===== config.mk =====
export PLATFORM = sky130hd
export DESIGN_NAME = bresenham_line_stepper
export DESIGN_NICKNAME = d
export VERILOG_FILES = /design/src/hdl/bls_pkg.sv /design/src/hdl/bresenham_line_stepper.sv
export SDC_FILE = /design/constraint.sdc
export NUM_CORES = 1
export LEC_CHECK = 0
export BUFFER_PORTS_ARGS = -buffer_cell sky130_fd_sc_hd__buf_4
export CAP_MARGIN = 20
export CORE_AREA = 3 3 177 179
export DETAILED_ROUTE_END_ITERATION = 12
export DIE_AREA = 0 0 180 182
export PLACE_DENSITY_LB_ADDON = 0.08
export SYNTH_ARGS = -nofsm -noshare
export SYNTH_HDL_FRONTEND = slang
export SYNTH_SLANG_ARGS = --single-unit
export TNS_END_PERCENT = 20

===== constraint.sdc =====
create_clock -name i_clk -period 9.7 [get_ports i_clk]
set_clock_uncertainty 0.2 [all_clocks]
set_input_delay 0 -clock i_clk [delete_from_list [all_inputs] [get_ports i_clk]]
set_output_delay 0 -clock i_clk [all_outputs]
set_load 0.1 [all_outputs]

===== src/hdl/bls_pkg.sv =====
// Shared constants for the line stepper: command codes and the grid limit register.
// No dependencies.
`default_nettype none

package bls_pkg;

    // Command kinds carried in tuser of the input stream
    localparam logic MODE_LOAD  = 1'b0;
    localparam logic MODE_PIXEL = 1'b1;

    // Grid limit register
    localparam int          LIMIT_BITS  = 13;
    localparam logic [12:0] LIMIT_RESET = 13'd1000;

endpackage : bls_pkg

`default_nettype wire


===== src/hdl/bresenham_line_stepper.sv =====
// Bresenham line stepper: a load transaction sets up a line, each pixel transaction
// returns the next pixel. Single module; uses bls_pkg for command codes and limit width.
`default_nettype none

// Takes one command transaction per clock unless the result register is stalled, and
// returns one result per pixel command (none for a load) from the input register
// through the step logic into the result register. The line state (positions, error
// term) is updated in that single step, so consecutive pixel commands run at one per
// clock with no bubble. The output register is refilled in the cycle it is taken, so
// throughput only drops when the sink holds tready low. A load replaces any line in
// progress; the end point is not drawn and stepping stops once the minor coordinate
// reaches grid_limit. grid_limit should only be written while the block is idle.
module bresenham_line_stepper #(
    parameter int COORD_BITS = 12
) (
    input  wire                                    i_clk,
    input  wire                                    i_rst_n,
    // configuration: grid_limit
    input  wire                                    i_cfg_valid,
    output logic                                   o_cfg_ready,
    input  wire  [bls_pkg::LIMIT_BITS-1:0]         i_cfg_data,
    // command stream
    input  wire                                    i_s_tvalid,
    output logic                                   o_s_tready,
    // tdata from bit 0: x_start, y_start, x_end, y_end, zero padding
    input  wire  [((4*COORD_BITS+7)/8)*8-1:0]      i_s_tdata,
    // tuser: mode
    input  wire                                    i_s_tuser,
    // pixel stream
    output logic                                   o_m_tvalid,
    input  wire                                    i_m_tready,
    // tdata from bit 0: pixel_x, pixel_y, zero padding
    output logic [((2*COORD_BITS+7)/8)*8-1:0]      o_m_tdata,
    // tuser: valid_res
    output logic                                   o_m_tuser,
    output logic                                   o_m_tlast
);

    localparam int CB      = COORD_BITS;
    localparam int ERR_W   = CB + 2;
    localparam int CMP_W   = ((CB > bls_pkg::LIMIT_BITS) ? CB : bls_pkg::LIMIT_BITS) + 1;
    localparam int OUT_W   = ((2*CB+7)/8)*8;

    // configuration
    logic [bls_pkg::LIMIT_BITS-1:0] r_limit;

    // input register
    logic          r_in_valid;
    logic          r_in_mode;
    logic [CB-1:0] r_in_xs, r_in_ys, r_in_xe, r_in_ye;

    // line state
    logic             r_active, n_active;
    logic             r_steep, n_steep;
    logic [CB-1:0]    r_maj_pos, n_maj_pos;
    logic [CB-1:0]    r_maj_end, n_maj_end;
    logic [CB-1:0]    r_min_pos, n_min_pos;
    logic             r_min_down, n_min_down;
    logic [CB-1:0]    r_span_maj, n_span_maj;
    logic [CB-1:0]    r_span_min, n_span_min;
    logic [ERR_W-1:0] r_err, n_err;

    // result register
    logic          r_out_valid;
    logic          r_out_res;
    logic [CB-1:0] r_out_x, r_out_y;
    logic          r_out_last;

    logic          proceed;
    logic          in_take;

    // load set-up
    logic [CB-1:0] dx, dy, a1, b1, a2, b2, ld_a1, ld_b1, ld_a2, ld_b2;
    logic          steep;

    // pixel step
    logic signed [ERR_W-1:0] e_sub, e_next;
    logic [CB-1:0]           next_minor;
    logic [CB:0]             next_major;
    logic                    is_last;
    logic                    pix_res;
    logic [CB-1:0]           pix_x, pix_y;

    assign o_cfg_ready = 1'b1;

    // A pixel command needs the result register free (or being emptied this cycle)
    assign proceed    = r_in_valid &&
                        ((r_in_mode == bls_pkg::MODE_LOAD) || !r_out_valid || i_m_tready);
    assign o_s_tready = !r_in_valid || proceed;
    assign in_take    = i_s_tvalid && o_s_tready;

    always_comb begin
        dx    = (r_in_xe >= r_in_xs) ? (r_in_xe - r_in_xs) : (r_in_xs - r_in_xe);
        dy    = (r_in_ye >= r_in_ys) ? (r_in_ye - r_in_ys) : (r_in_ys - r_in_ye);
        steep = dy > dx;
        a1    = steep ? r_in_ys : r_in_xs;
        b1    = steep ? r_in_xs : r_in_ys;
        a2    = steep ? r_in_ye : r_in_xe;
        b2    = steep ? r_in_xe : r_in_ye;
        // order endpoints so the major coordinate rises
        if (a1 > a2) begin
            ld_a1 = a2; ld_b1 = b2; ld_a2 = a1; ld_b2 = b1;
        end else begin
            ld_a1 = a1; ld_b1 = b1; ld_a2 = a2; ld_b2 = b2;
        end
    end

    always_comb begin
        // error term stays within [-2*span_minor, 2*span_major), fits ERR_W signed
        e_sub      = $signed(r_err) - $signed({1'b0, r_span_min, 1'b0});
        next_minor = r_min_pos;
        e_next     = e_sub;
        if (e_sub < 0) begin
            next_minor = r_min_down ? (r_min_pos - 1'b1) : (r_min_pos + 1'b1);
            e_next     = e_sub + $signed({1'b0, r_span_maj, 1'b0});
        end
        next_major = {1'b0, r_maj_pos} + 1'b1;
        is_last    = (next_major >= {1'b0, r_maj_end}) ||
                     (CMP_W'(next_minor) >= CMP_W'(r_limit));
        pix_res    = r_active;
        pix_x      = r_active ? (r_steep ? r_min_pos : r_maj_pos) : '0;
        pix_y      = r_active ? (r_steep ? r_maj_pos : r_min_pos) : '0;
    end

    always_comb begin
        n_active   = r_active;
        n_steep    = r_steep;
        n_maj_pos  = r_maj_pos;
        n_maj_end  = r_maj_end;
        n_min_pos  = r_min_pos;
        n_min_down = r_min_down;
        n_span_maj = r_span_maj;
        n_span_min = r_span_min;
        n_err      = r_err;
        if (proceed) begin
            if (r_in_mode == bls_pkg::MODE_LOAD) begin
                n_steep    = steep;
                n_maj_pos  = ld_a1;
                n_maj_end  = ld_a2;
                n_min_pos  = ld_b1;
                n_min_down = !(ld_b1 < ld_b2);
                n_span_maj = ld_a2 - ld_a1;
                n_span_min = (ld_b2 >= ld_b1) ? (ld_b2 - ld_b1) : (ld_b1 - ld_b2);
                n_err      = ERR_W'(ld_a2 - ld_a1);
                n_active   = (ld_a2 != ld_a1) && (CMP_W'(ld_b1) < CMP_W'(r_limit));
            end else if (r_active) begin
                n_min_pos = next_minor;
                n_maj_pos = next_major[CB-1:0];
                n_err     = e_next;
                if (is_last) begin
                    n_active = 1'b0;
                end
            end
        end
    end

    always_ff @(posedge i_clk) begin
        if (!i_rst_n) begin
            r_limit     <= bls_pkg::LIMIT_RESET;
            r_in_valid  <= 1'b0;
            r_out_valid <= 1'b0;
            r_active    <= 1'b0;
            r_steep     <= 1'b0;
            r_maj_pos   <= '0;
            r_maj_end   <= '0;
            r_min_pos   <= '0;
            r_min_down  <= 1'b0;
            r_span_maj  <= '0;
            r_span_min  <= '0;
            r_err       <= '0;
        end else begin
            if (i_cfg_valid) begin
                r_limit <= i_cfg_data;
            end
            if (in_take) begin
                r_in_valid <= 1'b1;
            end else if (proceed) begin
                r_in_valid <= 1'b0;
            end
            if (proceed && (r_in_mode == bls_pkg::MODE_PIXEL)) begin
                r_out_valid <= 1'b1;
            end else if (i_m_tready) begin
                r_out_valid <= 1'b0;
            end
            r_active   <= n_active;
            r_steep    <= n_steep;
            r_maj_pos  <= n_maj_pos;
            r_maj_end  <= n_maj_end;
            r_min_pos  <= n_min_pos;
            r_min_down <= n_min_down;
            r_span_maj <= n_span_maj;
            r_span_min <= n_span_min;
            r_err      <= n_err;
        end
    end

    // payload registers
    always_ff @(posedge i_clk) begin
        if (in_take) begin
            r_in_mode <= i_s_tuser;
            r_in_xs   <= i_s_tdata[0*CB +: CB];
            r_in_ys   <= i_s_tdata[1*CB +: CB];
            r_in_xe   <= i_s_tdata[2*CB +: CB];
            r_in_ye   <= i_s_tdata[3*CB +: CB];
        end
        if (proceed && (r_in_mode == bls_pkg::MODE_PIXEL)) begin
            r_out_res  <= pix_res;
            r_out_x    <= pix_x;
            r_out_y    <= pix_y;
            r_out_last <= r_active && is_last;
        end
    end

    assign o_m_tvalid = r_out_valid;
    assign o_m_tdata  = OUT_W'({r_out_y, r_out_x});
    assign o_m_tuser  = r_out_res;
    assign o_m_tlast  = r_out_last;

endmodule : bresenham_line_stepper

`default_nettype wire

After elaboration in Yosys (flattened, before gate mapping):

Index checks and enable logic that the tools add are counted.

* add/subtract/negate cells: 13
* $lt $le $gt $ge: 10
* equal/unequal tests: 2
* muxes and demuxes: 29
* bitwise operators: 1
* reduce and logical (&&, ||, !) cells: 16

Operators by type and width (number)
* two-way mux 12 bit: 19
* subtractor 12 bit: 7
* two-way mux 14 bit: 3
* greater-or-equal comparator 12 bit: 3
* greater-than comparator 12 bit: 2
* adder 14 bit: 1
* < comparator 14 x 1 -> 1 bit, second input constant: 1
* subtractor 14 bit: 1
* adder 12 x 1 -> 13 bit, second input constant: 1
* greater-or-equal comparator 12 x 13 -> 1 bit: 1
* greater-or-equal comparator 13 x 12 -> 1 bit: 1
* < comparator 12 x 13 -> 1 bit: 1
* subtractor 12 x 12 -> 13 bit: 1
* adder 12 x 1 -> 12 bit, second input constant: 1
* < comparator 12 bit: 1
* inequality test 12 bit: 1
* subtractor 12 x 1 -> 12 bit, second input constant: 1
* two-way mux 1 bit: 7
* logical AND 1 bit: 5
* logical OR 1 bit: 4
* AND reduction 2 bit: 2
* nonzero test 2 bit: 2
* zero test 1 bit: 3
* inequality test 2 x 1 -> 1 bit, second input constant: 1
* inverter 1 bit: 1

* register bits after elaboration: 167
* input port bits: 67
* output and inout port bits: 29
* word-level logic and storage cells: 92

Depth between registers and ports, before layout:

* depth after elaboration: 9
* gate-level depth with buffers: 56
* mapped depth without buffers: 48

Worst setup path before layout:

OpenSTA, ideal clock, no wires.

* path kind: register to register
* start point: register r_in_ye[0]
* end point: register r_span_min[7]
* data arrival time: 10391 ps
* required time: 9414 ps
* path slack: -976 ps
* stages on the path, launching flop included: 49
* cells stage by stage: edfxtp_1 > inv_1 > ha_1 > inv_1 > fa_1 > a21o_1 > a21o_1 > a21o_1 > a21o_1 > a21o_1 > a21oi_1 > a21oi_1 > a31oi_1 > a2111oi_0 > nor3_1 > o21ai_0 > a21oi_1 > xnor2_1 > [... 13 more ...] > a21o_1 > nor2_1 > a21oi_1 > buf_2 > buf_2 > buf_2 > mux2i_1 > ha_1 > a21o_1 > a21o_1 > a21o_1 > a21oi_1 > o21ai_0 > o22ai_1 > buf_2 > mux2i_1 > xnor2_1 > a211oi_1

* cells in the longest elaborated chain, start to end: 8
* elaborated cells between the ends (all ways): 16

Ends and longest elaborated chain
* start: declaration: line bresenham_line_stepper.sv:50 `logic [CB-1:0] r_in_xs, r_in_ys, r_in_xe, r_in_ye;`
* start signal: assignment: line bresenham_line_stepper.sv:204 `r_in_ye <= i_s_tdata[3*CB +: CB];`
* subtractor 12 bit / greater-or-equal comparator 12 bit (equally long branches): line bresenham_line_stepper.sv:94 `dy = (r_in_ye >= r_in_ys) ? (r_in_ye - r_in_ys) : (r_in_ys - r_in_ye);`
* two-way mux 12 bit: line bresenham_line_stepper.sv:94
* greater-than comparator 12 bit: line bresenham_line_stepper.sv:95 `steep = dy > dx;`
* two-way mux 12 bit (on tied branches): line bresenham_line_stepper.sv:96, bresenham_line_stepper.sv:98
* greater-than comparator 12 bit: line bresenham_line_stepper.sv:101 `if (a1 > a2) begin`
* two-way mux 12 bit: line bresenham_line_stepper.sv:101
* subtractor 12 bit / greater-or-equal comparator 12 bit (equally long branches): line bresenham_line_stepper.sv:143 `n_span_min = (ld_b2 >= ld_b1) ? (ld_b2 - ld_b1) : (ld_b1 - ld_b2);`
* two-way mux 12 bit (*): line bresenham_line_stepper.sv:143
* end signal: assignment: line bresenham_line_stepper.sv:192 `r_span_min <= n_span_min;`
* end: declaration: line bresenham_line_stepper.sv:60 `logic [CB-1:0] r_span_min, n_span_min;`

Every way passes the cells marked *; elsewhere a longest branch is shown, timed or not.
A chain may end at the register's enable or synchronous reset.

Worst setup path after layout:

* start point: register r_in_ys[1]
* end point: register r_span_min[9]

* cells in the longest elaborated chain, start to end: 8
* elaborated cells between the ends (all ways): 16

Ends and longest elaborated chain
* start: declaration: line bresenham_line_stepper.sv:50
* start signal: assignment: line bresenham_line_stepper.sv:202 `r_in_ys <= i_s_tdata[1*CB +: CB];`
* subtractor 12 bit / greater-or-equal comparator 12 bit (equally long branches): line bresenham_line_stepper.sv:94
* two-way mux 12 bit: line bresenham_line_stepper.sv:94
* greater-than comparator 12 bit: line bresenham_line_stepper.sv:95
* two-way mux 12 bit (on tied branches): line bresenham_line_stepper.sv:96, bresenham_line_stepper.sv:98
* greater-than comparator 12 bit: line bresenham_line_stepper.sv:101
* two-way mux 12 bit: line bresenham_line_stepper.sv:101
* subtractor 12 bit / greater-or-equal comparator 12 bit (equally long branches): line bresenham_line_stepper.sv:143
* two-way mux 12 bit (*): line bresenham_line_stepper.sv:143

Marks and branches as above.

==> out/summary.txt <==
Chip width: 180 um
Htree depth: 4
Status: complete, no violations
Dominant synthesized flop cell: dfxtp_1
Vias in the first global route: 13787
Wirelength, routed: 48400 um
Synth cell types: 91
Async SR Flop Fraction: 0%
Sequential cell area: 0.00407 sq mm
Grt met1 use: 37.2%
Critical Path RT: 9880 ps
Via-to-Cell Ratio: 5.75
Average routed wire per standard cell: 19.6 um
CP max stage delay: 490 ps
Rows: 63
CTS tree: yes
Crit Path Max Fanout: 13
Syn Inst Count: 1789
Fill cell count: 2583
Met2 GRT Util: 51.2%
Clk slew on worst S/H paths: 70 ps
Share of layout cells above drive strength 1: 16.8%
I/O Pins: 96
Multi-input gate area: 0.0100 sq mm
Final setup fails: 0
Met3 capacity usage during global routing: 3.95%
Nets@finish: 2298
Buffers & Inverters on Critical Path: 6
Worst setup margin: 513 ps
CP startpoint kind: register
MaxCap Viol Count: 0
Vias: 14168
Slack of the worst reg-to-reg path: 510 ps
Post-synthesis sequential area ratio: 27.5%
Pre-CTS setup slack: 218 ps
Min Clock Period, post-route: 9190 ps
Top cell type's share of synthesized area: 15.2%
Post-Syn Area per Cell: 8.27 sq um
Most common cell after layout, fill and taps aside: buf_4
Critical R2R Capture: r_span_min[9]$_SDFFE_PN0P_
Initial antenna violation count: 0
Critical path origin: r_in_ys[1]$_DFFE_PP_
Top Family by Delay on Critical Path: compound AO/OA/AOI/OAI gates
Area contributors post-synth: edfxtp_1 (15%), ha_1 (14%), dfxtp_1 (12%)
Starting Density: 49.8%
Crit Path Class: reg -> reg
Critical Path Stages: 45
Worst hold path class: in -> reg
F_max: 109 MHz
Arr. time, crit path: 9370 ps
Antenna Nets Post-Route: 0
ANT cells: 0
Synth Warn #: 0
DRC: 0
Final period util: 94.7%
Worst path slowest cell: edfxtp_1
Die area: 0.0328 sq mm
Clock Tree Buf Depth: 2
Clock sink count: 166
DP HPWL: 38000 um
Number of DRC markers in iteration 0: 1130
Crit-path most repeated cell: a21o_1
CP endpoint kind: register
Global route overflow: 0
Cell Area, Synth: 0.0148 sq mm
Relative slew slack: 33.4%
Largest net degree at the start of global routing: 52
Final Wtd Congestion: 0.956
Critical Path End: r_span_min[9]$_SDFFE_PN0P_
Syn Nets: 2028
Commonest non-fill, non-tap cells in the layout: buf_4 (243), a21oi_1 (167), nor2_1 (164), ha_1 (163), nand2_1 (151)
Worst-Skew Late Latency: 450 ps
GR peak layer: met2
Worst Hold Margin: 57.1 ps
RR Startpoint: r_in_ys[1]$_DFFE_PP_
Die height: 182 um
Post-synth top area cell: edfxtp_1
Worst Tran Pin Value: 986 ps
Largest registers: r_err (13), r_limit (13)
Final Max Slew Viols: 0
Root buf cell: clkbuf_16
First-pass GRT wire length: 76500 um
Layout area overhead: 25.6%
Number of synthesized flops with an enable pin: 75
Drt first pass iters: 6
Total track usage: 29.4%
Core area: 0.0297 sq mm
Reg2reg path depth: 45
Final Hold Fails: 0
# port buffers: 94
Synthesized flop and latch total: 166
Clock buffer count from CTS: 17
==> stage by stage <==
step,setup TNS (ps),area [sq um],std cells,utilization [%]
after floorplan,0,14900,1789,-
after detailed placement,0,16900,2329,56.7
after global placement,0,16800,2328,56.7
after global routing,-214,18600,2462,62.6
final,0,18600,2462,62.6
after CTS,0,18400,2451,61.9
==> how the worst min path moves through the flow <==
stage                   from               endpoint  slack (ps)  depth (start not counted)
4_1_cts        i_s_tdata[22]  r_in_ys[10]$_DFFE_PP_          40                          2
2_1_floorplan      i_s_tuser    r_in_mode$_DFFE_PP_        -100                          0
3_5_place_dp   i_s_tdata[41]   r_in_ye[5]$_DFFE_PP_         -20                          1
3_3_place_gp   i_s_tdata[25]   r_in_xe[1]$_DFFE_PP_         -20                          1
5_1_grt        i_s_tdata[23]  r_in_ys[11]$_DFFE_PP_          40                          2
6_report       i_s_tdata[23]  r_in_ys[11]$_DFFE_PP_          60                          2
==> cells in the mapped netlist, drive strengths merged (14+ instances only) <==
master	number
a211oi	27
a21o	68
a21oi	175
a31oi	20
and2	14
buf	32
clkbuf	56
dfxtp	91
edfxtp	75
ha	163
inv	146
mux2i	111
nand2	152
nand3	44
nand4	17
nor2	168
nor2b	23
nor3	20
o211ai	34
o21ai	85
o21bai	19
xnor2	54
xor2	25
==> layer usage <==
| metal | share of wire [%] | vias up | wire length [um] |
|---|---|---|---|
| li1 | - | 6966 | - |
| met1 | 43 | 6651 | 20900 |
| met2 | 48 | 455 | 23300 |
| met3 | 4.9 | 96 | 2350 |
| met4 | 3.7 | 0 | 1810 |
| met5 | 0 | - | 0 |
==> area by class of cell <==
cell class	instances	share of cell area, %
clock buffer	17	2.29
multi-input combinational	1388	53.8
tap	390	2.62
timing repair buffer	339	15.2
clock inverter	15	1.17
sequential	166	21.9
inverter	147	2.97
==> kinds of logic (layout without fill, tap and decap cells) <==
kind of cell               count (synthesis)  in the layout  synth area share, %
AOI/OAI and AO/OA                        532            532                 23.7
and+or+nand+nor                          486            486                 14.8
buffers and inverters                    235            518                 6.25
adders and majority gates                175            175                 15.2
DFF                                      166            166                 27.5
muxes                                    115            115                 7.81
xor gates and xnor gates                  79             79                 4.67
other                                      1              1               0.0253
==> timing repair <==
action                                  in CTS  in global routing
gates resized for setup                      0                 24
hold buffers                                90                  0
setup buffers                                0                 11
hold endpoints to repair                    92                  0
endpoints found under the setup margin       0                 20
Power is not shown: default switching activity piles up to over one toggle a cycle in this logic, so the estimate is an artifact.
